--- config.mk ---
export PLATFORM = sky130hd
export DESIGN_NAME = lfse_scale
export DESIGN_NICKNAME = d
export VERILOG_FILES = /design/src/sv/lfse_pkg.sv /design/src/sv/lfse_scale.sv
export SDC_FILE = /design/constraint.sdc
export NUM_CORES = 1
export LEC_CHECK = 0
export BUFFER_PORTS_ARGS = -buffer_cell sky130_fd_sc_hd__buf_2
export CAP_MARGIN = 0
export CORE_MARGIN = 2
export CORE_UTILIZATION = 60
export CTS_CLUSTER_SIZE = 12
export DETAILED_ROUTE_END_ITERATION = 12
export PLACE_DENSITY = 0.85
export RECOVER_POWER = 50
export REMOVE_ABC_BUFFERS = 1
export SYNTH_ARGS = -nofsm -noshare
export SYNTH_HDL_FRONTEND = slang
export SYNTH_SLANG_ARGS = --single-unit
export TNS_END_PERCENT = 50
--- constraint.sdc ---
create_clock -name clock -period 6.5 [get_ports clock]
set_clock_uncertainty 0.15 [all_clocks]
set_input_delay 1.3 -clock clock [delete_from_list [all_inputs] [get_ports clock]]
set_output_delay 1.3 -clock clock [all_outputs]
set_load 0.005 [all_outputs]
--- src/sv/lfse_pkg.sv ---
// ----------------------------------------------------------------------------
// LED frame store SPI encoder - package
// Shared widths, codes, types and the SPI bit pattern encoder.
// ----------------------------------------------------------------------------
package lfse_pkg;

   // default geometry
   localparam int PIXEL_COUNT_DEF    = 256;
   localparam int ROW_LENGTH_DEF     = 16;
   localparam int PREAMBLE_WORDS_DEF = 15;

   // field widths
   localparam int CHAN_W     = 8;
   localparam int BRIGHT_W   = 7;
   localparam int COORD_W    = 4;
   localparam int COORD_MAX  = (1 << COORD_W) - 1;
   localparam int WORD_W     = 64;
   localparam int DATA_W     = 32;
   localparam int CSR_ADDR_W = 4;

   // scaling: floor(p / 100) as (p * 5243) >> 19, exact for p below 2^15
   localparam int               PROD_W      = CHAN_W + BRIGHT_W;
   localparam int               RECIP_W     = 13;
   localparam logic [RECIP_W-1:0] RECIP_100 = 13'd5243;
   localparam int               RECIP_SHIFT = 19;
   localparam int               QUOT_W      = CHAN_W + 1;

   // one word per color channel
   localparam int CHANNELS   = 3;
   localparam int EMIT_WORDS = CHANNELS;

   // register indexes
   localparam logic [1:0] REG_BRIGHTNESS   = 2'd0;
   localparam logic [1:0] REG_ZERO_PATTERN = 2'd1;
   localparam logic [1:0] REG_ONE_PATTERN  = 2'd2;

   // register reset values
   localparam logic [BRIGHT_W-1:0] BRIGHTNESS_RST   = 7'd100;
   localparam logic [CHAN_W-1:0]   ZERO_PATTERN_RST = 8'd192;
   localparam logic [CHAN_W-1:0]   ONE_PATTERN_RST  = 8'd248;

   typedef enum logic [1:0] {
      REQ_SET_PIXEL     = 2'd0,
      REQ_FILL_ALL      = 2'd1,
      REQ_EMIT_PIXEL    = 2'd2,
      REQ_EMIT_PREAMBLE = 2'd3
   } req_code_type;

   typedef enum logic [3:0] {
      ST_CLEAR,
      ST_IDLE,
      ST_MUL,
      ST_DIV,
      ST_WRITE,
      ST_FILL,
      ST_READ,
      ST_EMIT,
      ST_PREAMBLE
   } ctrl_state_type;

   typedef struct packed {
      logic [CHAN_W-1:0] green;
      logic [CHAN_W-1:0] red;
      logic [CHAN_W-1:0] blue;
   } pixel_type;

   typedef struct packed {
      logic [BRIGHT_W-1:0] brightness;
      logic [CHAN_W-1:0]   zero_pattern;
      logic [CHAN_W-1:0]   one_pattern;
   } csr_regs_type;

   typedef struct packed {
      logic wr_en;
      logic rd_en;
   } mem_ctl_type;

   // map each color bit to one pattern byte, bit 7 into the top byte
   function automatic logic [WORD_W-1:0] encode_channel(
      input logic [CHAN_W-1:0] chan,
      input logic [CHAN_W-1:0] zero_pat,
      input logic [CHAN_W-1:0] one_pat
   );
      logic [WORD_W-1:0] word;
      word = '0;
      for (int k = 0; k < CHAN_W; k++) begin
         word[k*CHAN_W +: CHAN_W] = chan[k] ? one_pat : zero_pat;
      end
      return word;
   endfunction

endpackage

--- src/sv/lfse_scale.sv ---
// ----------------------------------------------------------------------------
// LED frame store SPI encoder - brightness scaler
// Two-stage pipe: channel times brightness, then divide by 100 and saturate.
// ----------------------------------------------------------------------------
module lfse_scale (
   input  logic                           clock,
   input  lfse_pkg::pixel_type            color,
   input  logic [lfse_pkg::BRIGHT_W-1:0]  brightness,
   output lfse_pkg::pixel_type            scaled
);
   import lfse_pkg::*;

   logic [CHAN_W-1:0]          chan       [CHANNELS];
   logic [PROD_W-1:0]          prod_in    [CHANNELS];
   logic [PROD_W-1:0]          prod_ff    [CHANNELS];
   logic [PROD_W+RECIP_W-1:0]  recip_prod [CHANNELS];
   logic [QUOT_W-1:0]          quot       [CHANNELS];
   logic [CHAN_W-1:0]          sat_in     [CHANNELS];
   logic [CHAN_W-1:0]          sat_ff     [CHANNELS];

   // stage one: scale by percent; stage two: reciprocal divide and clamp
   always_comb begin
      chan[0] = color.green;
      chan[1] = color.red;
      chan[2] = color.blue;
      for (int i = 0; i < CHANNELS; i++) begin
         prod_in[i]    = PROD_W'(chan[i]) * PROD_W'(brightness);
         recip_prod[i] = (PROD_W+RECIP_W)'(prod_ff[i]) * (PROD_W+RECIP_W)'(RECIP_100);
         quot[i]       = recip_prod[i][RECIP_SHIFT +: QUOT_W];
         sat_in[i]     = quot[i][CHAN_W] ? {CHAN_W{1'b1}} : quot[i][CHAN_W-1:0];
      end
   end

   always_ff @(posedge clock) begin
      prod_ff <= prod_in;
      sat_ff  <= sat_in;
   end

   assign scaled.green = sat_ff[0];
   assign scaled.red   = sat_ff[1];
   assign scaled.blue  = sat_ff[2];

endmodule

==> metrics.md <==
| Metric | Value |
|---|---|
| Fraction of registers with async set/reset | `0%` |
| Worst EP required | `6.60 ns` |
| Final HPWL DP | `29.4 mm` |
| F_max | `170 MHz` |
| Post-Syn Area per Cell | `9.81 um^2` |
| Global Route met2 Usage | `43.5%` |
| Critical R2R Capture | `scaled[22]$_SDFF_PP1_` |
| DR DRC count | `0` |
| Commonest non-fill, non-tap cell in the layout | `inv_1` |
| Util after Layout | `64.0%` |
| Crit path capture type | `flop` |
| Num CTS Buffers | `9` |
| DRT iter0 DRCs | `518` |
| Area growth syn-to-layout | `5.58%` |
| Cell Area, Synth | `17300 um^2` |
| Overall die height | `174 um` |
| Fin area | `18300 um^2` |
| Slew headroom | `24.1%` |
| Top-area cell type share of the netlist area | `34.0%` |
| CTS resizes | `0` |
| RSZ-0062 raised after global routing | `false` |
| Port bufs | `55` |
| Crit path time final | `5.89 ns` |
| Critical path class | `in -> reg` |
| Grt met3 use | `2.87%` |
| Crit Path Max Fanout | `24` |
| Number of global-route vias before repair | `13000` |
| Clk Latency, worst-skew pair | `0.36 ns` |
| Hold slack final | `1.10 ns` |
| Reg-to-reg slack, setup | `0.77 ns` |
| Dominant cells by area after synthesis | `fa_1, ha_1, inv_1, dfxtp_1, and2_1` |
| Vias | `11900` |
| CORE AREA | `28500 um^2` |
| Worst-path clk slew | `0.06 ns` |
| Hold path depth | `2` |
| Largest net degree at the start of global routing | `25` |
| H-tree levels | `3` |
| Tot GR Track Use | `23.9%` |
| Vias per cell | `5.38` |
| Sink Count | `69` |
| Gr ovfl total | `0` |
| Setup_tns | `0 ns` |
| Root buf cell | `clkbuf_16` |
| Status | `finished clean` |
| WL/cell | `15.3 um` |
| Pins Over Slew Limit | `0` |
| Pre-Repair DR Iteration Count | `7` |
| Fraction of layout cells with a size suffix above 1 | `4.18%` |
| Origin of the critical flop-to-flop path | `prod_ff[42]$_DFF_P_` |
| Hold Crit Endpoint | `prod_ff[0]$_DFF_P_` |
| IO Pins | `56` |
| Maximum Capacitance Violations | `0` |
| Final hold violations | `0` |
| Seq cells post-synth | `69` |
| R2R cell count | `18` |
| # hold bufs at CTS | `0` |
| Initial Util | `60.6%` |
| Critical Path Source Type | `input pin` |
| Hold path startpoint | `color[0]` |
| Synth Warn # | `0` |
| Synth area leader | `fa_1` |
| Die X | `174 um` |
| Longest Clk Path Bufs | `2` |
| Rows | `62` |
| Post-Synthesis Cells | `1763` |
| Crit share post-route | `90.6%` |
| Critical Path AT | `5.99 ns` |
| Fill cells | `2198` |
| Clock tree from TritonCTS | `built` |
| Ys flop type | `dfxtp_1` |
| Global routing's busiest layer | `met2` |
| # nets final | `2541` |
| Register area share after synthesis | `7.99%` |
| Worst Hold Class | `in -> reg` |
| GP Congestion | `0.889` |
| Die area | `30200 um^2` |
| Setup bufs post-CTS | `0` |
| Worst-margin pin slew | `1.14 ns` |
| Placed instance area | `18000 um^2` |
| Most frequent cells in the layout | `inv_1, ha_1, fa_1` |
| Drt total wl | `33.9 mm` |
| First-pass GRT wire length | `58.9 mm` |
| Finish-stage setup viols | `0` |
| Antenna Violating Nets Remaining | `0` |
| EDFF count, synth | `0` |
| Cell variety after synth | `60` |
| Initial antenna violation count | `6` |
| Met1 Use GR | `29.8%` |
[critical path: stages]
cell	delay, ns
clkbuf_1	0.40
and2_0	0.36
fa_1	0.53
inv_1	0.05
fa_1	0.53
inv_1	0.05
fa_1	0.48
inv_1	0.05
fa_1	0.48
inv_1	0.05
ha_1	0.31
inv_1	0.07
o21bai_1	0.07
a21o_1	0.21
a21oi_1	0.25
o21ai_0	0.20
or4_1	0.42
and3_1	0.17
[state kept, by name, indices dropped and copies added, names as in the netlist]
name and flops:
prod_ff 45, scaled 24
[logic make-up after synthesis]
group	after synthesis	synth area share [%]
and+or+nand+nor	309	9.53
muxes	1	0.0579
AOI/OAI and AO/OA	155	6.33
xor gates and xnor gates	51	2.67
adders and majority gates	693	62.9
buffers and inverters	485	10.5
DFF	69	7.99
[per-layer routing]
layer	wire, um	part of all wire, %
met5	0	0
met4	612	1.8
met3	1280	3.8
met2	17800	52
met1	14200	42
[how the worst max path moves through the flow]
stage | start | to | slack [ns] | cells past startpoint
finish | brightness[1] | prod_ff[29]$_DFF_P_ | 0.61 | 18
global placement | brightness[1] | prod_ff[29]$_DFF_P_ | 0.70 | 18
CTS | prod_ff[42]$_DFF_P_ | scaled[22]$_SDFF_PP1_ | 0.79 | 18
floorplan | brightness[1] | prod_ff[29]$_DFF_P_ | 1.17 | 17
detailed placement | brightness[1] | prod_ff[29]$_DFF_P_ | 0.61 | 18
global route | brightness[1] | prod_ff[29]$_DFF_P_ | 0.34 | 18
[cells in the mapped netlist (9+ instances only)]
master,instances
a21o_1,33
a21oi_1,44
and2_1,111
and3_1,9
clkbuf_1,14
dfxtp_1,69
fa_1,294
ha_1,399
inv_1,471
nand2_1,95
nand3_1,18
nor2_1,20
nor3_1,13
o21ai_0,17
o21bai_1,12
xnor2_1,29
xor2_1,20
[final cells by class]
class | count | area (um^2) | share of cell area, %
multi-input combinational | 1209 | 14100 | 77.2
inverter | 471 | 1770 | 9.68
sequential | 69 | 1380 | 7.56
tap | 384 | 480 | 2.63
timing repair buffer | 56 | 264 | 1.45
clock buffer | 10 | 229 | 1.25
clock inverter | 5 | 28.8 | 0.158
antenna | 6 | 15.0 | 0.0822
[metrics by stage]
step	setup WS, ns	std cells
after floorplan	1.17	1749
after global placement	0.697	2189
after global routing	0.344	2210
after CTS	0.788	2204
after detailed placement	0.614	2189
final	0.610	2210
Power is left out: the tool's default activity adds up to more than one toggle a clock period on the data nets, which glitch-free logic cannot reach.
