===== src/sv/lfse_pkg.sv =====
// ----------------------------------------------------------------------------
// LED frame store SPI encoder - package
// Shared widths, codes, types and the SPI bit pattern encoder.
// ----------------------------------------------------------------------------
package lfse_pkg;

   // default geometry
   localparam int PIXEL_COUNT_DEF    = 256;
   localparam int ROW_LENGTH_DEF     = 16;
   localparam int PREAMBLE_WORDS_DEF = 15;

   // field widths
   localparam int CHAN_W     = 8;
   localparam int BRIGHT_W   = 7;
   localparam int COORD_W    = 4;
   localparam int COORD_MAX  = (1 << COORD_W) - 1;
   localparam int WORD_W     = 64;
   localparam int DATA_W     = 32;
   localparam int CSR_ADDR_W = 4;

   // scaling: floor(p / 100) as (p * 5243) >> 19, exact for p below 2^15
   localparam int               PROD_W      = CHAN_W + BRIGHT_W;
   localparam int               RECIP_W     = 13;
   localparam logic [RECIP_W-1:0] RECIP_100 = 13'd5243;
   localparam int               RECIP_SHIFT = 19;
   localparam int               QUOT_W      = CHAN_W + 1;

   // one word per color channel
   localparam int CHANNELS   = 3;
   localparam int EMIT_WORDS = CHANNELS;

   // register indexes
   localparam logic [1:0] REG_BRIGHTNESS   = 2'd0;
   localparam logic [1:0] REG_ZERO_PATTERN = 2'd1;
   localparam logic [1:0] REG_ONE_PATTERN  = 2'd2;

   // register reset values
   localparam logic [BRIGHT_W-1:0] BRIGHTNESS_RST   = 7'd100;
   localparam logic [CHAN_W-1:0]   ZERO_PATTERN_RST = 8'd192;
   localparam logic [CHAN_W-1:0]   ONE_PATTERN_RST  = 8'd248;

   typedef enum logic [1:0] {
      REQ_SET_PIXEL     = 2'd0,
      REQ_FILL_ALL      = 2'd1,
      REQ_EMIT_PIXEL    = 2'd2,
      REQ_EMIT_PREAMBLE = 2'd3
   } req_code_type;

   typedef enum logic [3:0] {
      ST_CLEAR,
      ST_IDLE,
      ST_MUL,
      ST_DIV,
      ST_WRITE,
      ST_FILL,
      ST_READ,
      ST_EMIT,
      ST_PREAMBLE
   } ctrl_state_type;

   typedef struct packed {
      logic [CHAN_W-1:0] green;
      logic [CHAN_W-1:0] red;
      logic [CHAN_W-1:0] blue;
   } pixel_type;

   typedef struct packed {
      logic [BRIGHT_W-1:0] brightness;
      logic [CHAN_W-1:0]   zero_pattern;
      logic [CHAN_W-1:0]   one_pattern;
   } csr_regs_type;

   typedef struct packed {
      logic wr_en;
      logic rd_en;
   } mem_ctl_type;

   // map each color bit to one pattern byte, bit 7 into the top byte
   function automatic logic [WORD_W-1:0] encode_channel(
      input logic [CHAN_W-1:0] chan,
      input logic [CHAN_W-1:0] zero_pat,
      input logic [CHAN_W-1:0] one_pat
   );
      logic [WORD_W-1:0] word;
      word = '0;
      for (int k = 0; k < CHAN_W; k++) begin
         word[k*CHAN_W +: CHAN_W] = chan[k] ? one_pat : zero_pat;
      end
      return word;
   endfunction

endpackage


===== src/sv/lfse_csr.sv =====
// ----------------------------------------------------------------------------
// LED frame store SPI encoder - register file
// APB-style access to brightness and the two SPI bit patterns.
// ----------------------------------------------------------------------------
module lfse_csr (
   input  logic                             clock,
   input  logic                             reset,
   input  logic                             psel,
   input  logic                             penable,
   input  logic                             pwrite,
   input  logic [lfse_pkg::CSR_ADDR_W-1:0]  paddr,
   input  logic [lfse_pkg::DATA_W-1:0]      pwdata,
   output logic [lfse_pkg::DATA_W-1:0]      prdata,
   output logic                             pready,
   output lfse_pkg::csr_regs_type           regs
);
   import lfse_pkg::*;

   csr_regs_type     regs_ff;
   csr_regs_type     regs_in;
   logic [1:0]       reg_index;
   logic             wr_strobe;

   assign reg_index = paddr[CSR_ADDR_W-1:2];
   assign wr_strobe = psel & penable & pwrite;
   assign pready    = 1'b1;
   assign regs      = regs_ff;

   // decode a completed write
   always_comb begin
      regs_in = regs_ff;
      if (wr_strobe) begin
         case (reg_index)
            REG_BRIGHTNESS:   regs_in.brightness   = pwdata[BRIGHT_W-1:0];
            REG_ZERO_PATTERN: regs_in.zero_pattern = pwdata[CHAN_W-1:0];
            REG_ONE_PATTERN:  regs_in.one_pattern  = pwdata[CHAN_W-1:0];
            default:          regs_in = regs_ff;
         endcase
      end
   end

   // return the addressed register
   always_comb begin
      case (reg_index)
         REG_BRIGHTNESS:   prdata = DATA_W'(regs_ff.brightness);
         REG_ZERO_PATTERN: prdata = DATA_W'(regs_ff.zero_pattern);
         REG_ONE_PATTERN:  prdata = DATA_W'(regs_ff.one_pattern);
         default:          prdata = '0;
      endcase
   end

   always_ff @(posedge clock) begin
      if (reset) begin
         regs_ff.brightness   <= BRIGHTNESS_RST;
         regs_ff.zero_pattern <= ZERO_PATTERN_RST;
         regs_ff.one_pattern  <= ONE_PATTERN_RST;
      end else begin
         regs_ff <= regs_in;
      end
   end

endmodule


===== config.mk =====
export PLATFORM = sky130hd
export DESIGN_NAME = lfse_csr
export DESIGN_NICKNAME = d
export VERILOG_FILES = /design/src/sv/lfse_pkg.sv /design/src/sv/lfse_csr.sv
export SDC_FILE = /design/constraint.sdc
export NUM_CORES = 1
export LEC_CHECK = 0
export BUFFER_PORTS_ARGS = -buffer_cell sky130_fd_sc_hd__buf_4
export CORE_MARGIN = 2
export CORE_UTILIZATION = 36
export DETAILED_ROUTE_END_ITERATION = 7
export PLACE_DENSITY = 0.85
export RECOVER_POWER = 50
export SKIP_LAST_GASP = 1
export SYNTH_ARGS = -nofsm -noshare
export SYNTH_HDL_FRONTEND = slang
export SYNTH_SLANG_ARGS = --single-unit

===== constraint.sdc =====
create_clock -name clock -period 1.1 [get_ports clock]
set_input_delay 0.33 -clock clock [delete_from_list [all_inputs] [get_ports clock]]
set_output_delay 0.33 -clock clock [all_outputs]
set_load 0.05 [all_outputs]

==> results.sh, run 1 <==
export IMPL_route_detailed_drc=0
export IMPL_syn_inst=147
export IMPL_routedWlPerCell_um=13.5
export IMPL_powerDensity_mw_per_mm2=785
export IMPL_reg2reg_from="regs[14]"
export IMPL_synth_distinct_cells=19
export IMPL_drtIter0Drc=34
export IMPL_final_antenna_net_count=0
export IMPL_hp_class="primary input to flip-flop"
export IMPL_htree_levels=1
export IMPL_endpoint_kind="output pin"
export IMPL_area_delta_synth_final_pct=82.8
export IMPL_regToRegSetupSlack_ns=0.23
export IMPL_whs_endpoint="regs[3]"
export IMPL_dpl_cell_area_mm2=0.00197
export IMPL_worst_slack_ns=-0.324
export IMPL_multi_input_area_um2=891
export IMPL_hold_start="pwdata[3]"
export IMPL_crit_arrival_ns=1.09
export IMPL_vias=1179
export IMPL_status="finished, violations left"
export IMPL_place_inst=256
export IMPL_postCtsHoldBufs=0
export IMPL_postLayoutCoreUtil_pct=70.0
export IMPL_dpl_hpwl_mm=2.38
export IMPL_most_common_layout_cells="29 x buf_6, 25 x conb_1, 23 x mux2i_1"
export IMPL_clk_latency_ns=0.32
export IMPL_grtUsageTotal_pct=17.4
export IMPL_rr_worst_depth=4
export IMPL_holdPathStages=3
export IMPL_start_util_pct=38.3
export IMPL_path_max_fanout=2
export IMPL_clk_pin_slew_ns=0.13
export IMPL_finalPower_mw=1.88
export IMPL_dieHeight_um=64.3
export IMPL_core_area_mm2=0.00342
export IMPL_die_x_um=64.3
export IMPL_cp_start_kind="flip-flop"
export IMPL_grt_pass1_vias=1207
export IMPL_hold_ws_ns=0.261
export IMPL_violations="setup timing"
export IMPL_grt_pass1_wl_mm=5.55
export IMPL_antenna_found_initial=0
export IMPL_peakVddDrop_mv=0.541
export IMPL_io_pins=97
export IMPL_cts_buffers=3
export IMPL_final_cells=264
export IMPL_fillCellCount=269
export IMPL_dr_pass1_iters=4
export IMPL_max_freq_mhz=702
export IMPL_period_needed_ns=1.42
export IMPL_slowest_delay_ns=0.39
export IMPL_finalSetupViolations=31
export IMPL_drive_gt1_share_pct=55.0
export IMPL_clock_sinks=23
export IMPL_final_common_cell="buf_6"
export IMPL_nets=260
export IMPL_wl_mm=3.57
export IMPL_synth_cell_area_mm2=0.00131
export IMPL_worstPathRequired_ns=0.77
export IMPL_port_buffers=45
export IMPL_final_area_mm2=0.00239
export IMPL_cts_tree="built"
export IMPL_p_leak_nw=1.02
export IMPL_place_gp_congestion=0.751
export IMPL_diodes=0
export IMPL_largest_reg_flops=23
export IMPL_cts_root_buf="clkbuf_4"
export IMPL_finClkSkew_ns=0
export IMPL_crit_slowest_cell="dfxtp_4"
export IMPL_timing_hold_violations_final=0
export IMPL_drv_cap=0
export IMPL_die_area_mm2=0.00413
export IMPL_path_cells="mux2i_4 > o21ai_4 > buf_6"
export IMPL_rows=21
export IMPL_synth_avg_cell_area_um2=8.89
export IMPL_finalMaxSlewViolations=0
export IMPL_rsz0062_at_grt="yes"
export IMPL_crit_type="flip-flop to output pin"
export IMPL_overflow=0
export IMPL_ys_seq_elements=23
export IMPL_yosysWarnings=0
export IMPL_regArea_um2=532
export IMPL_vias_per_cell=4.47
export IMPL_period_share_pct=129
export IMPL_grt_max_degree=36
export IMPL_ctsLongestPathBuffers=2
export IMPL_rr_endpoint="regs[14]"
export IMPL_yosysSeqAreaShare_pct=35.2
[Yosys cell counts]
| master | instances | area [µm²] |
|---|---|---|
| nand4_1 | 1 | 6.26 |
| or3_1 | 1 | 6.26 |
| clkbuf_2 | 1 | 5.00 |
| conb_1 | 2 | 7.51 |
| nor3_1 | 1 | 5.00 |
| nand3_2 | 1 | 10.0 |
| clkbuf_1 | 4 | 15.0 |
| nand2_1 | 7 | 26.3 |
| nor3b_2 | 1 | 12.5 |
| nor2b_1 | 2 | 12.5 |
| nor2_1 | 16 | 60.1 |
| buf_4 | 26 | 195 |
| dfxtp_1 | 23 | 460 |
| a22o_1 | 1 | 8.76 |
| nor3b_1 | 1 | 7.51 |
| buf_2 | 3 | 15.0 |
| o21ai_0 | 7 | 35.0 |
| mux2i_1 | 30 | 300 |
| nand2b_1 | 19 | 119 |
[critical path, delay by kind of cell (launching register included)]
| family | cells | cell delay, ns |
|---|---|---|
| DFF | 1 | 0.39 |
| buffers and inverters | 1 | 0.18 |
| AOI/OAI and AO/OA | 1 | 0.14 |
| muxes | 1 | 0.07 |
[layout make-up]
type | instances | share of cell area [%]
flip-flops and latches | 23 | 22.3
clock inverters | 1 | 0.209
repair buffers | 78 | 36.9
multi-input cells | 113 | 37.3
well taps | 46 | 2.41
clock buffers | 3 | 0.942
[stage by stage]
stage               setup WS [ns]  TNS [ns]
finish                     -0.324     -5.80
CTS                        -0.320     -5.70
global placement           -0.384     -8.20
floorplan                  -0.199     -1.71
global route               -0.356     -6.93
detailed placement         -0.399     -8.63
[metal layers]
metal / up-vias / share of wire [%] / track usage (%) / wire, µm
met2: 38 / 55 / 31.3 / 1950
li1: 576 / - / - / -
met4: 0 / 0.87 / 5.05 / 31
met3: 4 / 5.3 / 4.40 / 189
met1: 561 / 39 / 20.2 / 1390
met5: - / 0 / 0 / 0
[power breakdown]
part / switching [mW] / internal (mW)
combinational: 0.426 / 0.231
clock: 0.262 / 0.137
sequential: 0.0129 / 0.808
total: 0.701 / 1.18
[how the worst max path moves through the flow]
stage	start	endpoint	slack, ns	depth (start not counted)
after detailed placement	paddr[2]	prdata[6]	-0.40	5
after CTS	regs[12]	prdata[4]	-0.32	3
final	regs[20]	prdata[4]	-0.32	3
after global placement	paddr[2]	prdata[6]	-0.38	5
after floorplan	paddr[2]	prdata[0]	-0.20	3
after global routing	regs[20]	prdata[4]	-0.36	3
[cells by family (layout without fill, tap and decap cells)]
family | Yosys count | after routing | synth area share (%)
muxes | 30 | 30 | 23.0
other | 2 | 25 | 0.574
AOI/OAI and AO/OA | 8 | 8 | 3.35
buffers and inverters | 34 | 82 | 17.6
DFF | 23 | 23 | 35.2
and+or+nand+nor | 50 | 50 | 20.3
[what timing repair did]
item | CTS | global route
buffers inserted | 2 | 2
resized for setup | 85 | 6
pin swaps | 8 | 0
setup endpoints to repair | 31 | 31
Note: power is estimated with default switching activity, not from simulation.
==> run 2: changes to the inputs <==
SKIP_LAST_GASP = unset   (was 1)
==> run 2 against run 1 <==
  * Hold slack worse by 0.0044 ns
  * Non-clock buffer count up 2
  * The flow still finishes with violations (setup timing)
  * Final cell count rose by 0.76%
  * Power rose by 0.94%
  * Largest cell class is now non-clock buffers
  * Clock-buffer cell count stayed put
  * Wire length increased by 2.5%
==> results.sh, run 2 (synthesized netlist as in run 1, its figures left out) <==
export IMPL_status="finished, violations left"
export IMPL_violations="setup timing"
export IMPL_grt_pass1_wl_mm=5.60
export IMPL_cp_start_kind="flip-flop"
export IMPL_drtIter0Drc=26
export IMPL_overflow=0
export IMPL_cts_root_buf="clkbuf_4"
export IMPL_cts_tree="built"
export IMPL_routedWlPerCell_um=13.7
export IMPL_p_leak_nw=1.05
export IMPL_vias=1184
export IMPL_clock_sinks=23
export IMPL_port_buffers=45
export IMPL_place_gp_congestion=0.751
export IMPL_diodes=0
export IMPL_crit_arrival_ns=1.10
export IMPL_finalSetupViolations=31
export IMPL_dieHeight_um=64.3
export IMPL_drive_gt1_share_pct=57.7
export IMPL_htree_levels=1
export IMPL_peakVddDrop_mv=0.562
export IMPL_start_util_pct=38.3
export IMPL_hold_ws_ns=0.256
export IMPL_rsz0062_at_grt="yes"
export IMPL_antenna_found_initial=0
export IMPL_powerDensity_mw_per_mm2=781
export IMPL_die_x_um=64.3
export IMPL_final_common_cell="buf_6"
export IMPL_area_delta_synth_final_pct=85.6
export IMPL_grtUsageTotal_pct=17.4
export IMPL_finClkSkew_ns=0
export IMPL_largest_reg_flops=23
export IMPL_period_share_pct=130
export IMPL_ctsLongestPathBuffers=2
export IMPL_drv_cap=0
export IMPL_final_antenna_net_count=0
export IMPL_die_area_mm2=0.00413
export IMPL_worstPathRequired_ns=0.77
export IMPL_grt_pass1_vias=1219
export IMPL_path_max_fanout=2
export IMPL_max_freq_mhz=699
export IMPL_most_common_layout_cells="27 x buf_6, 25 x conb_1, 24 x buf_8"
export IMPL_rows=21
export IMPL_crit_type="flip-flop to output pin"
export IMPL_core_area_mm2=0.00342
export IMPL_cts_buffers=3
export IMPL_regToRegSetupSlack_ns=0.23
export IMPL_hp_class="primary input to flip-flop"
export IMPL_pre_cts_ws_ns=-0.399
export IMPL_dpl_hpwl_mm=2.38
export IMPL_endpoint_kind="output pin"
export IMPL_clk_latency_ns=0.32
export IMPL_holdPathStages=3
export IMPL_dr_pass1_iters=2
export IMPL_period_needed_ns=1.43
export IMPL_vias_per_cell=4.45
export IMPL_nets=262
export IMPL_finalMaxSlewViolations=0
export IMPL_io_pins=97
export IMPL_wl_mm=3.66
export IMPL_clk_pin_slew_ns=0.13
export IMPL_timing_hold_violations_final=0
export IMPL_grt_max_degree=36
export IMPL_worst_slack_ns=-0.330
export IMPL_route_detailed_drc=0
export IMPL_rr_worst_depth=4
-- run 2: layout make-up --
type	instances	area, µm²
clock inverters	1	5.00
repair buffers	80	908
well taps	46	57.6
multi-input cells	113	898
flip-flops and latches	23	534
fillers	255	990
clock buffers	3	22.5
-- run 2: worst paths after layout --
check / start / endpoint
worst min register to register: regs[2] / regs[2]
worst max register to register: regs[18] / regs[18]
worst min-delay path: pwdata[3] / regs[3]
worst max-delay path: regs[12] / prdata[4]
-- run 2: routing by layer --
layer,vias to the layer above,share of wire [%],routed length (µm),GRT usage [%]
met4,0,1.6,60,5.05
met3,6,5.5,200,4.40
met2,40,54,1960,31.4
li1,579,-,-,-
met1,559,39,1430,20.3
met5,-,0,0,0
-- run 2: stage by stage --
| stage | std cells | TNS [ns] | total power [mW] | instance area [µm²] | util [%] |
|---|---|---|---|---|---|
| after floorplan | 170 | -1.71 | 1.33 | 1570 | - |
| after global placement | 256 | -8.20 | 1.41 | 1970 | 57.8 |
| after detailed placement | 256 | -8.63 | 1.42 | 1970 | 57.8 |
| after CTS | 262 | -5.69 | 1.88 | 2380 | 69.7 |
| after global routing | 266 | -6.87 | 1.95 | 2430 | 71.0 |
| final | 266 | -6.10 | 1.89 | 2430 | 71.0 |
-- run 2: worst max-delay path: stages, from the launching register on --
cell and delay, ns:
dfxtp_4 0.38, mux2i_4 0.07, o21ai_4 0.14, buf_6 0.18
-- run 2: where the power goes --
part           total, mW  internal [mW]  leakage, nW  switching, mW
combinational      0.664          0.235        0.836          0.429
sequential         0.819          0.806        0.194         0.0130
clock              0.411          0.137       0.0177          0.274
total               1.89           1.18         1.05          0.716
-- run 2: timing repair --
item,in CTS,in global routing
gates resized for setup,88,9
pin swaps,8,0
hold buffers,0,0
setup endpoints to repair,31,31
setup buffers,2,4
