## src/sv/lfse_pkg.sv

```systemverilog
// ----------------------------------------------------------------------------
// LED frame store SPI encoder - package
// Shared widths, codes, types and the SPI bit pattern encoder.
// ----------------------------------------------------------------------------
package lfse_pkg;

   // default geometry
   localparam int PIXEL_COUNT_DEF    = 256;
   localparam int ROW_LENGTH_DEF     = 16;
   localparam int PREAMBLE_WORDS_DEF = 15;

   // field widths
   localparam int CHAN_W     = 8;
   localparam int BRIGHT_W   = 7;
   localparam int COORD_W    = 4;
   localparam int COORD_MAX  = (1 << COORD_W) - 1;
   localparam int WORD_W     = 64;
   localparam int DATA_W     = 32;
   localparam int CSR_ADDR_W = 4;

   // scaling: floor(p / 100) as (p * 5243) >> 19, exact for p below 2^15
   localparam int               PROD_W      = CHAN_W + BRIGHT_W;
   localparam int               RECIP_W     = 13;
   localparam logic [RECIP_W-1:0] RECIP_100 = 13'd5243;
   localparam int               RECIP_SHIFT = 19;
   localparam int               QUOT_W      = CHAN_W + 1;

   // one word per color channel
   localparam int CHANNELS   = 3;
   localparam int EMIT_WORDS = CHANNELS;

   // register indexes
   localparam logic [1:0] REG_BRIGHTNESS   = 2'd0;
   localparam logic [1:0] REG_ZERO_PATTERN = 2'd1;
   localparam logic [1:0] REG_ONE_PATTERN  = 2'd2;

   // register reset values
   localparam logic [BRIGHT_W-1:0] BRIGHTNESS_RST   = 7'd100;
   localparam logic [CHAN_W-1:0]   ZERO_PATTERN_RST = 8'd192;
   localparam logic [CHAN_W-1:0]   ONE_PATTERN_RST  = 8'd248;

   typedef enum logic [1:0] {
      REQ_SET_PIXEL     = 2'd0,
      REQ_FILL_ALL      = 2'd1,
      REQ_EMIT_PIXEL    = 2'd2,
      REQ_EMIT_PREAMBLE = 2'd3
   } req_code_type;

   typedef enum logic [3:0] {
      ST_CLEAR,
      ST_IDLE,
      ST_MUL,
      ST_DIV,
      ST_WRITE,
      ST_FILL,
      ST_READ,
      ST_EMIT,
      ST_PREAMBLE
   } ctrl_state_type;

   typedef struct packed {
      logic [CHAN_W-1:0] green;
      logic [CHAN_W-1:0] red;
      logic [CHAN_W-1:0] blue;
   } pixel_type;

   typedef struct packed {
      logic [BRIGHT_W-1:0] brightness;
      logic [CHAN_W-1:0]   zero_pattern;
      logic [CHAN_W-1:0]   one_pattern;
   } csr_regs_type;

   typedef struct packed {
      logic wr_en;
      logic rd_en;
   } mem_ctl_type;

   // map each color bit to one pattern byte, bit 7 into the top byte
   function automatic logic [WORD_W-1:0] encode_channel(
      input logic [CHAN_W-1:0] chan,
      input logic [CHAN_W-1:0] zero_pat,
      input logic [CHAN_W-1:0] one_pat
   );
      logic [WORD_W-1:0] word;
      word = '0;
      for (int k = 0; k < CHAN_W; k++) begin
         word[k*CHAN_W +: CHAN_W] = chan[k] ? one_pat : zero_pat;
      end
      return word;
   endfunction

endpackage

```

## src/sv/lfse_ctrl.sv

```systemverilog
// ----------------------------------------------------------------------------
// LED frame store SPI encoder - sequencer
// Takes requests, drives the store sweep, reads pixels and emits SPI words.
// ----------------------------------------------------------------------------
module lfse_ctrl #(
   parameter int PIXEL_COUNT    = lfse_pkg::PIXEL_COUNT_DEF,
   parameter int ROW_LENGTH     = lfse_pkg::ROW_LENGTH_DEF,
   parameter int PREAMBLE_WORDS = lfse_pkg::PREAMBLE_WORDS_DEF
) (
   input  logic                                        clock,
   input  logic                                        reset,
   input  logic                                        start,
   output logic                                        busy,
   input  logic [1:0]                                  req_type,
   input  logic [lfse_pkg::COORD_W-1:0]                req_x,
   input  logic [lfse_pkg::COORD_W-1:0]                req_y,
   input  logic [lfse_pkg::CHAN_W-1:0]                 req_red,
   input  logic [lfse_pkg::CHAN_W-1:0]                 req_green,
   input  logic [lfse_pkg::CHAN_W-1:0]                 req_blue,
   input  lfse_pkg::csr_regs_type                      regs,
   output lfse_pkg::pixel_type                         color,
   input  lfse_pkg::pixel_type                         scaled,
   output lfse_pkg::mem_ctl_type                       mem_ctl,
   output logic [((PIXEL_COUNT > 1) ? $clog2(PIXEL_COUNT) : 1)-1:0] mem_addr,
   output lfse_pkg::pixel_type                         mem_wr_data,
   input  lfse_pkg::pixel_type                         mem_rd_data,
   output logic                                        rsp_valid,
   output logic [lfse_pkg::WORD_W-1:0]                 rsp_spi_word,
   output logic                                        rsp_word_last
);
   import lfse_pkg::*;

   localparam int ADDR_W   = (PIXEL_COUNT > 1) ? $clog2(PIXEL_COUNT) : 1;
   localparam int IDX_W    = $clog2(COORD_MAX + COORD_MAX * ROW_LENGTH + 1);
   localparam int CMP_W    = ((IDX_W > ADDR_W) ? IDX_W : ADDR_W) + 2;
   localparam int CNT_SPAN = (PREAMBLE_WORDS > EMIT_WORDS) ? PREAMBLE_WORDS : EMIT_WORDS;
   localparam int CNT_W    = $clog2(CNT_SPAN);

   ctrl_state_type        state_ff, state_in;
   req_code_type          code_ff, code_in;
   req_code_type          req_code;
   pixel_type             color_ff, color_in;
   logic [IDX_W-1:0]      req_idx;
   logic [ADDR_W-1:0]     addr_ff, addr_in;
   logic                  in_range_ff, in_range_in;
   logic [ADDR_W-1:0]     sweep_ff, sweep_in;
   logic [CNT_W-1:0]      cnt_ff, cnt_in;
   logic                  sweep_last;
   logic                  emit_last;
   logic                  pre_last;
   pixel_type             emit_pixel;
   logic [CHAN_W-1:0]     emit_chan;
   logic                  rsp_valid_ff, rsp_valid_in;
   logic [WORD_W-1:0]     rsp_word_ff, rsp_word_in;
   logic                  rsp_last_ff, rsp_last_in;

   assign req_code   = req_code_type'(req_type);
   assign req_idx    = IDX_W'(req_x) + IDX_W'(req_y) * IDX_W'(ROW_LENGTH);
   assign sweep_last = (sweep_ff == ADDR_W'(PIXEL_COUNT - 1));
   assign emit_last  = (cnt_ff == CNT_W'(EMIT_WORDS - 1));
   assign pre_last   = (cnt_ff == CNT_W'(PREAMBLE_WORDS - 1));
   assign busy       = (state_ff != ST_IDLE);
   assign color      = color_ff;

   // an out-of-range emit sends an all-zero pixel
   assign emit_pixel = in_range_ff ? mem_rd_data : '0;

   // green, red, blue in word order
   always_comb begin
      if (cnt_ff == CNT_W'(0)) begin
         emit_chan = emit_pixel.green;
      end else if (cnt_ff == CNT_W'(1)) begin
         emit_chan = emit_pixel.red;
      end else begin
         emit_chan = emit_pixel.blue;
      end
   end

   // next state
   always_comb begin
      state_in = state_ff;
      case (state_ff)
         ST_CLEAR: begin
            if (sweep_last) state_in = ST_IDLE;
         end
         ST_IDLE: begin
            if (start) begin
               case (req_code)
                  REQ_SET_PIXEL, REQ_FILL_ALL: state_in = ST_MUL;
                  REQ_EMIT_PIXEL:              state_in = ST_READ;
                  REQ_EMIT_PREAMBLE:           state_in = ST_PREAMBLE;
                  default:                     state_in = ST_IDLE;
               endcase
            end
         end
         ST_MUL:   state_in = ST_DIV;
         ST_DIV:   state_in = (code_ff == REQ_FILL_ALL) ? ST_FILL : ST_WRITE;
         ST_WRITE: state_in = ST_IDLE;
         ST_FILL: begin
            if (sweep_last) state_in = ST_IDLE;
         end
         ST_READ:  state_in = ST_EMIT;
         ST_EMIT: begin
            if (emit_last) state_in = ST_IDLE;
         end
         ST_PREAMBLE: begin
            if (pre_last) state_in = ST_IDLE;
         end
         default:  state_in = ST_IDLE;
      endcase
   end

   // datapath, store access and result words
   always_comb begin
      code_in       = code_ff;
      color_in      = color_ff;
      addr_in       = addr_ff;
      in_range_in   = in_range_ff;
      sweep_in      = sweep_ff;
      cnt_in        = cnt_ff;
      mem_ctl       = '0;
      mem_addr      = addr_ff;
      mem_wr_data   = scaled;
      rsp_valid_in  = 1'b0;
      rsp_word_in   = '0;
      rsp_last_in   = 1'b0;
      case (state_ff)
         ST_CLEAR, ST_FILL: begin
            mem_ctl.wr_en = 1'b1;
            mem_addr      = sweep_ff;
            mem_wr_data   = (state_ff == ST_CLEAR) ? '0 : scaled;
            sweep_in      = sweep_last ? '0 : sweep_ff + ADDR_W'(1);
         end
         ST_IDLE: begin
            if (start) begin
               code_in        = req_code;
               color_in.green = req_green;
               color_in.red   = req_red;
               color_in.blue  = req_blue;
               addr_in        = ADDR_W'(req_idx);
               in_range_in    = (CMP_W'(req_idx) < CMP_W'(PIXEL_COUNT));
               cnt_in         = '0;
               sweep_in       = '0;
            end
         end
         ST_WRITE: begin
            mem_ctl.wr_en = in_range_ff;
         end
         ST_READ: begin
            mem_ctl.rd_en = 1'b1;
         end
         ST_EMIT: begin
            rsp_valid_in = 1'b1;
            rsp_word_in  = encode_channel(emit_chan, regs.zero_pattern, regs.one_pattern);
            rsp_last_in  = emit_last;
            cnt_in       = cnt_ff + CNT_W'(1);
         end
         ST_PREAMBLE: begin
            rsp_valid_in = 1'b1;
            rsp_last_in  = pre_last;
            cnt_in       = cnt_ff + CNT_W'(1);
         end
         default: begin
            mem_ctl = '0;
         end
      endcase
   end

   // control state
   always_ff @(posedge clock) begin
      if (reset) begin
         state_ff     <= ST_CLEAR;
         sweep_ff     <= '0;
         cnt_ff       <= '0;
         rsp_valid_ff <= 1'b0;
      end else begin
         state_ff     <= state_in;
         sweep_ff     <= sweep_in;
         cnt_ff       <= cnt_in;
         rsp_valid_ff <= rsp_valid_in;
      end
   end

   // request and result payload
   always_ff @(posedge clock) begin
      code_ff     <= code_in;
      color_ff    <= color_in;
      addr_ff     <= addr_in;
      in_range_ff <= in_range_in;
      rsp_word_ff <= rsp_word_in;
      rsp_last_ff <= rsp_last_in;
   end

   assign rsp_valid     = rsp_valid_ff;
   assign rsp_spi_word  = rsp_word_ff;
   assign rsp_word_last = rsp_last_ff;

endmodule

```

## config.mk

```make
export PLATFORM = sky130hd
export DESIGN_NAME = lfse_ctrl
export DESIGN_NICKNAME = d
export VERILOG_FILES = /design/src/sv/lfse_pkg.sv /design/src/sv/lfse_ctrl.sv
export SDC_FILE = /design/constraint.sdc
export NUM_CORES = 1
export LEC_CHECK = 0
export BUFFER_PORTS_ARGS = -buffer_cell sky130_fd_sc_hd__buf_4
export CAP_MARGIN = 5
export CORE_ASPECT_RATIO = 0.75
export CORE_MARGIN = 4
export CORE_UTILIZATION = 49
export CTS_CLUSTER_SIZE = 28
export DETAILED_ROUTE_END_ITERATION = 7
export PLACE_DENSITY = 0.85
export SLEW_MARGIN = 25
export SYNTH_ARGS = -nofsm -noshare
export SYNTH_HDL_FRONTEND = slang
export SYNTH_SLANG_ARGS = --single-unit
```

## constraint.sdc

```tcl
create_clock -name clock -period 3.5 [get_ports clock]
set_input_delay 0.525 -clock clock [delete_from_list [all_inputs] [get_ports clock]]
set_output_delay 0.525 -clock clock [all_outputs]
set_load 0.005 [all_outputs]
```

==> impl_metrics.json, run 1 <==
{
  "whs_ns": 0.2934,
  "place_ws_ns": 1.010,
  "nFillCells": 633,
  "ir_drop_mv": 0.3312,
  "end_kind": "output pin",
  "routabilityCongestion": 0.8197,
  "stdcell_count": 766,
  "path_class": "flip-flop to output pin",
  "synth_cell_types": 51,
  "drt_first_pass_iters": 4,
  "synth.yosys.seq_area_share_pct": 56.73,
  "grt_overflow": 0,
  "syn_area_um2": 4693,
  "antenna_cells": 0,
  "ant_nets": 0,
  "clkSlewWorstSetupHoldPaths_ns": 0.06,
  "cts_resized": 0,
  "period_minus_slack_ns": 2.780,
  "worst_ep_required_time_ns": 2.97,
  "power_leakage_nw": 3.261,
  "finalCritPeriodShare_pct": 79.43,
  "syn_to_final_growth_pct": 50.89,
  "r2r_start": "cnt_ff[0]",
  "start_util_pct": 51.03,
  "hp-start": "req_blue[0]",
  "ys.flop_type": "dfxtp_1",
  "routed_wl_um": 13080,
  "vias": 3872,
  "arrival_ns": 2.26,
  "synth_cells": 394,
  "wl_per_cell_um": 17.07,
  "placed_area_um2": 6482,
  "critPathLaunchType": "flip-flop",
  "worstSetupStartpoint": "state_ff[2]",
  "grt_use_total_pct": 22.94,
  "vias_per_cell": 5.055,
  "r2r_slack_ns": 1.02,
  "drive_above_1_share_pct": 43.73,
  "finalWorstSetupSlack_ns": 0.7199,
  "die_x_um": 121.0,
  "setup_viol": 0,
  "nNetsFinal": 738,
  "slew_headroom_pct": 37.96,
  "finalMaxSlewViolations": 0,
  "syn_area_per_cell_um2": 11.91,
  "fin_area_um2": 7082,
  "grt_pass1_vias": 3993,
  "synth_nets": 507,
  "cp_max_fo": 14,
  "post-cts-setup-buffers": 0,
  "synth_edf_count": 34,
  "rows": 30,
  "ctsHoldBuffers": 0,
  "skew_ns": 0.01082,
  "total_power_mw": 4.186,
  "dieArea_um2": 11220,
  "antenna_found_initial": 0,
  "tritoncts": "built",
  "dp_cells": 734,
  "hold_class": "input pin to flip-flop",
  "fin_tns_setup_ns": 0,
  "core_area_um2": 9196,
  "ys_ff_latch": 116,
  "port_buffers": 225,
  "crit_end": "mem_addr[3]",
  "hpwl_um": 9631,
  "grt_max_degree": 36,
  "p_per_area_nw_per_um2": 591.2,
  "fin_util_pct": 77.01,
  "maxCapViolations": 0,
  "htree_levels": 4,
  "grt_pass1_wl_um": 20090,
  "pin_count": 233,
  "outcome": "finished, final reports clean",
  "hold_viol": 0,
  "reg2regPathDepth": 6,
  "cts_made_buffers": 17,
  "synthesis.yosys.warnings": 0,
  "rsz0062_at_grt": "no",
  "drc": 0,
  "asyncSetResetFlopFracSynth_pct": 0,
  "die_h_um": 92.76,
  "r2r_end": "rsp_spi_word[7]",
  "timing.fmax_ghz": 0.3597,
  "worst_pin_slew_ns": 0.9306,
  "drt_first_iter_violations": 279,
  "clkSinkCount": 116,
  "clock_latency_ns": 0.41,
  "cts_root_buffer": "clkbuf_16",
  "cts_buffer_depth": 2
}
==> cells in the mapped netlist, drive strengths merged (3+ instances only) <==
cell / instances / area, µm²
or2: 3 / 18.77
a31oi: 3 / 18.77
nand3: 4 / 20.02
clkbuf: 4 / 15.01
ha: 5 / 62.56
edfxtp: 34 / 1021
a211oi: 3 / 27.52
and3: 3 / 18.77
nor2: 17 / 63.81
nand3b: 4 / 30.03
mux2i: 75 / 750.7
buf: 11 / 71.31
nand2: 48 / 180.2
a21oi: 16 / 170.2
o21ai: 8 / 40.04
inv: 7 / 26.28
nand2b: 5 / 31.28
dfxtp: 82 / 1642
nor3: 4 / 25.02
nor2b: 28 / 175.2
==> sequential cells by signal (all words and copies together), names as in the netlist <==
name and count:
rsp_valid 1, rsp_spi_word 64, addr_ff 8, cnt_ff 4, state_ff 4, color 24
rsp_word_last 1, code_ff 2, sweep_ff 8
==> worst max-delay path, cell delays in order, from the launching register on <==
cell and delay (ns):
dfxtp_1 0.62, xor2_2 0.23, nor2_1 0.67, nand2_1 0.13
nand2_1 0.10, buf_4 0.11
==> where the power goes <==
part / internal [mW] / switching [mW] / total (mW) / leakage, nW
sequential: 1.48 / 0.0554 / 1.53 / 0.968
combinational: 0.468 / 0.459 / 0.926 / 2.00
clock: 1.10 / 0.629 / 1.73 / 0.289
total: 3.04 / 1.14 / 4.19 / 3.26
==> placed cells by master (no fill, tap or decap), types with 3 or more instances in the layout <==
master        n
dfxtp_1      82
nand2_1      48
a21oi_4       8
nor2b_1      28
and3_1        3
nand3b_1      4
mux2i_1      75
a21oi_1       8
inv_6         3
nor3_1        3
edfxtp_1     34
nand2b_1      5
nand3_1       4
inv_1         7
nor2_1       17
a31oi_1       3
clkinvlp_4    3
clkbuf_16    18
ha_1          5
buf_4       227
o21ai_0       8
==> final cells by class <==
| cell class | count | area, µm² | share of cell area, % |
|---|---|---|---|
| clock buffer | 19 | 455.4 | 6.431 |
| clock inverter | 13 | 143.9 | 2.032 |
| inverter | 7 | 26.28 | 0.3710 |
| multi-input combinational | 256 | 1929 | 27.24 |
| sequential | 116 | 2663 | 37.60 |
| tap | 128 | 160.2 | 2.261 |
| timing repair buffer | 227 | 1704 | 24.06 |
==> kinds of logic after synthesis <==
kind of cell               Yosys count  share of synthesized area (%)
buffers and inverters               22                          2.399
DFF                                116                          56.73
xor gates and xnor gates             2                         0.5333
AOI/OAI and AO/OA                   40                          7.332
adders and majority gates            5                          1.333
muxes                               76                          16.24
and+or+nand+nor                    133                          15.44
==> layer usage <==
metal  global-route usage (%)  routed length [µm]  vias up
met5                        0                   0        -
met4                    7.170                 200        0
met3                    7.631                1155       15
met2                    39.76                6527      172
met1                    26.88                5191     1834
li1                         -                   -     1851
==> how the worst min path moves through the flow <==
stage                  endpoint  slack (ns)  cells after the start
floorplan           sweep_ff[7]        0.47                      2
global placement    sweep_ff[7]        0.49                      2
detailed placement  sweep_ff[7]        0.51                      2
CTS                   color[16]        0.28                      1
global route           color[0]        0.28                      1
finish                 color[0]        0.29                      1
No activity file was read; power rests on OpenSTA's default activity.
==> run 2: changes to the inputs <==
Settings changed: CORE_UTILIZATION 49 to 46, PLACE_DENSITY 0.85 to 0.8.
Clock period 3.5 ns to 2.9 ns, I/O delays scaled along.
==> impl_metrics.json, run 2 (synthesis gave the netlist of run 1 again) <==
{
  "clockPowerShare_pct": 42.0,
  "drt_first_pass_iters": 5,
  "htree_levels": 4,
  "cts_buffer_depth": 2,
  "grt_pass1_wl_um": 19620,
  "setup_viol": 0,
  "final_common_cell": "buf_4",
  "end_kind": "output pin",
  "dp_cells": 741,
  "vias_per_cell": 5.025,
  "routed_wl_um": 12980,
  "path_class": "flip-flop to output pin",
  "crit_buf_inv": 1,
  "antenna_cells": 0,
  "start_util_pct": 47.83,
  "drt_first_iter_violations": 181,
  "critPathLaunchType": "flip-flop",
  "cts_root_buffer": "clkbuf_16",
  "clock_latency_ns": 0.40,
  "skew_ns": 0.009045,
  "dieArea_um2": 11900,
  "core_area_um2": 9813,
  "fin_area_um2": 7138,
  "cpMostUsedCell": "nand2_1",
  "timing.fmax_ghz": 0.4188,
  "arrival_ns": 1.95,
  "worst_pin_slew_ns": 0.8228,
  "clkSinkCount": 116,
  "rows": 31,
  "port_buffers": 225,
  "power_leakage_nw": 3.291,
  "outcome": "finished, final reports clean",
  "finalMaxSlewViolations": 0,
  "grt_pass1_vias": 3860,
  "cts_resized": 0,
  "finalCritPeriodShare_pct": 82.33,
  "die_h_um": 95.48,
  "p_int_mw": 3.756,
  "critPathTopFamily": "flip-flops",
  "wl_per_cell_um": 16.80,
  "ctsHoldBuffers": 0,
  "largest_register_ff_count": 64,
  "ir_drop_mv": 0.4423,
  "total_power_mw": 5.128,
  "nNetsFinal": 741,
  "hpwl_um": 9585,
  "stdcell_count": 773,
  "grt_max_degree": 36,
  "drive_above_1_share_pct": 43.99,
  "switching_share_pct": 26.75,
  "crit_cells": 5,
  "maxCapViolations": 0,
  "die_x_um": 124.6,
  "drc": 0,
  "hold_viol": 0,
  "tritoncts": "built",
  "reg2regPathDepth": 5,
  "clkSlewWorstSetupHoldPaths_ns": 0.06,
  "p_comb_share_pct": 21.9,
  "critPathSlowestCell": "dfxtp_1",
  "rsz0062_at_grt": "no",
  "routabilityCongestion": 0.8664,
  "vias": 3884,
  "mostFrequentLayoutCells": "buf_4 (230), dfxtp_1 (82), mux2i_1 (75)",
  "cp_max_fo": 10,
  "seq_power_share_pct": 36.1,
  "antenna_found_initial": 0,
  "p_per_area_nw_per_um2": 718.4,
  "grt_use_total_pct": 20.85,
  "pin_count": 233,
  "slowest_delay_ns": 0.63,
  "cts_made_buffers": 17,
  "hold_class": "input pin to flip-flop",
  "cp_cell_sequence": "xor2_2, or2_2, nand2_1, nand2_1, buf_4",
  "ant_nets": 0,
  "holdPathStages": 1,
  "slew_headroom_pct": 44.91,
  "syn_to_final_growth_pct": 52.09,
  "grt_overflow": 0,
  "post-cts-setup-buffers": 0,
  "fin_tns_setup_ns": 0,
  "p_switching_mw": 1.372,
  "worst_ep_required_time_ns": 2.47,
  "placed_area_um2": 6510,
  "period_minus_slack_ns": 2.388
}
[run 2: cell types whose count changed in the layout (fill, tap and decap cells not counted), sizes merged]
cell | previous run | this run
clkinv | 3 | 5
clkinvlp | 3 | 2
inv | 12 | 10
buf | 227 | 230
clkbuf | 19 | 20
[run 2: metal layers]
layer	vias up	wire, µm	share of wire, %	track usage [%]
li1	1857	-	-	-
met1	1854	5309	41	25.11
met2	156	6707	52	37.50
met3	17	779	6.0	4.031
met4	0	186	1.4	7.938
met5	-	0	0	0
[run 2: area by class of cell]
class	instances	area (µm²)
sequential	116	2663
timing repair buffer	230	1727
inverter	7	26.28
fill	732	2675
multi-input combinational	256	1929
clock inverter	12	138.9
tap	132	165.2
clock buffer	20	489.2
[run 2: path summary, 6_finish.rpt]
path                     from               end  slack (ns)
hold reg to reg   sweep_ff[7]       sweep_ff[7]        0.52
setup / recovery  state_ff[2]       mem_addr[1]        0.51
hold / removal       req_x[0]        addr_ff[0]        0.21
setup reg to reg    cnt_ff[0]  rsp_spi_word[20]        0.52
[run 2: through the flow]
step	utilization [%]	hold slack (ns)	setup WS (ns)
final	72.74	0.2114	0.5125
after floorplan	-	0.4715	0.8880
after detailed placement	66.34	0.5084	0.5187
after global placement	66.34	0.4949	0.6110
after CTS	72.74	0.1956	0.4870
after global routing	72.74	0.1949	0.3480
[run 2: power groups by stage]
stage	Clock (mW)	Sequential (mW)	Combinational, mW
floorplan	0	1.85	0.606
global placement	0	1.87	1.11
detailed placement	0	1.88	1.13
CTS	2.18	1.85	1.14
global route	2.25	1.86	1.24
finish	2.15	1.85	1.12
==> run 3: changes to the inputs <==
Clock period 2.9 ns to 2.45 ns, I/O delays scaled along.
==> impl_metrics.json, run 3 (synthesis gave the netlist of run 1 again) <==
{
  "grt_overflow": 0,
  "ctsHoldBuffers": 0,
  "start_util_pct": 47.83,
  "timing.fmax_ghz": 0.4316,
  "slowest_delay_ns": 0.64,
  "nNetsFinal": 742,
  "place_ws_ns": 0.06473,
  "finalCritPeriodShare_pct": 94.57,
  "crit_buf_inv": 1,
  "routed_wl_um": 12750,
  "end_kind": "output pin",
  "whs_ns": 0.1429,
  "drive_above_1_share_pct": 43.93,
  "vias": 3866,
  "grt_pass1_vias": 3900,
  "p_per_area_nw_per_um2": 812.2,
  "finalWorstSetupSlack_ns": 0.1330,
  "cts_made_buffers": 17,
  "clock_latency_ns": 0.40,
  "slew_headroom_pct": 58.18,
  "outcome": "finished, final reports clean",
  "r2r_slack_ns": 0.17,
  "final_common_cell": "buf_4",
  "rows": 31,
  "clkSlewWorstSetupHoldPaths_ns": 0.05,
  "antenna_cells": 0,
  "cts_root_buffer": "clkbuf_16",
  "critPathLaunchType": "flip-flop",
  "hold_viol": 0,
  "vias_per_cell": 4.995,
  "worstSetupStartpoint": "state_ff[2]",
  "critPathTopFamily": "flip-flops",
  "syn_to_final_growth_pct": 51.00,
  "finalMaxSlewViolations": 0,
  "tritoncts": "built",
  "crit_end": "mem_addr[6]",
  "hold_class": "input pin to flip-flop",
  "core_area_um2": 9813,
  "die_h_um": 95.48,
  "dp_cells": 742,
  "setup_viol": 0,
  "drc": 0,
  "drt_first_iter_violations": 219,
  "path_class": "flip-flop to output pin",
  "hpwl_um": 9705,
  "worst_ep_required_time_ns": 2.08,
  "r2r_start": "cnt_ff[0]",
  "fin_tns_setup_ns": 0,
  "mostFrequentLayoutCells": "buf_4 (230), dfxtp_1 (82), mux2i_1 (75)",
  "drt_first_pass_iters": 4,
  "stdcell_count": 774,
  "period_minus_slack_ns": 2.317,
  "ir_drop_mv": 0.4656,
  "cpMostUsedCell": "nand2_1",
  "die_x_um": 124.6,
  "r2r_end": "rsp_spi_word[2]",
  "arrival_ns": 1.95,
  "grt_pass1_wl_um": 19580,
  "cp_cell_sequence": "xor2_2, or2_2, nand2_1, nand2_1, buf_4",
  "wl_per_cell_um": 16.47,
  "port_buffers": 225,
  "clkSinkCount": 116,
  "reg2regPathDepth": 6,
  "grt_max_degree": 36,
  "dieArea_um2": 11900,
  "maxCapViolations": 0,
  "cts_buffer_depth": 2,
  "crit_cells": 5,
  "ant_nets": 0,
  "grt_use_total_pct": 20.68,
  "power_leakage_nw": 3.265,
  "largest_register_ff_count": 64,
  "total_power_mw": 5.756,
  "critPathSlowestCell": "dfxtp_1",
  "skew_ns": 0.007706,
  "htree_levels": 4,
  "rsz0062_at_grt": "no",
  "routabilityCongestion": 0.8378,
  "antenna_found_initial": 0,
  "pin_count": 233,
  "worst_pin_slew_ns": 0.6272,
  "cp_max_fo": 10
}
==> run 3: cell types whose count changed in the layout (fill, tap and decap cells not counted), moves of 2 or more <==
cell / change
inv_6: -2
bufinv_16: -2
inv_4: +2
clkinv_2: +2
==> run 3: repair_timing <==
action	4_1_cts	5_1_grt
endpoints found under the hold margin	0	0
setup endpoints to repair	0	52
gates resized for setup	0	1
setup buffers	0	0
==> run 3: worst min path at each step <==
stage | end | cells after the start | from | slack [ns]
2_1_floorplan | addr_ff[0] | 0 | req_x[0] | 0.47
3_3_place_gp | sweep_ff[5] | 2 | sweep_ff[5] | 0.49
3_5_place_dp | sweep_ff[5] | 2 | sweep_ff[5] | 0.52
4_1_cts | addr_ff[4] | 1 | req_y[0] | 0.13
5_1_grt | color[12] | 1 | req_red[4] | 0.13
6_report | addr_ff[0] | 1 | req_x[0] | 0.14
==> run 3: area by class of cell <==
cell class	instances	area, µm²
Sequential cell	116	2663
Fill cell	739	2726
Clock buffer	21	475.5
Clock inverter	11	75.07
Tap cell	132	165.2
Multi-Input combinational cell	256	1936
Inverter	7	26.28
Timing Repair Buffer	231	1747
==> run 3: per-layer routing <==
layer  vias to the layer above  wire, µm  track usage [%]
li1                       1869         -                -
met1                      1825      5208            24.38
met2                       162      6574            37.23
met3                        10       824            5.319
met4                         0       140            7.026
met5                         -         0                0
==> run 3: worst reg2reg max path: stages, from the launching register on <==
cell and delay [ns]:
dfxtp_1 0.37, inv_1 0.10, ha_1 0.13, or3b_1 0.62, buf_4 0.30, a21oi_4 0.42, mux2i_1 0.27
==> run 3: power by group <==
part	total, mW	switching, mW	internal, mW
clock	2.23	0.840	1.39
sequential	2.19	0.0782	2.11
combinational	1.34	0.649	0.692
==> run 3: per-stage QoR <==
stage / util (%) / cell area [µm²]
2_1_floorplan: - / 4693
3_3_place_gp: 66.54 / 6530
3_5_place_dp: 66.54 / 6530
4_1_cts: 72.15 / 7081
5_1_grt: 72.22 / 7087
6_report: 72.22 / 7087
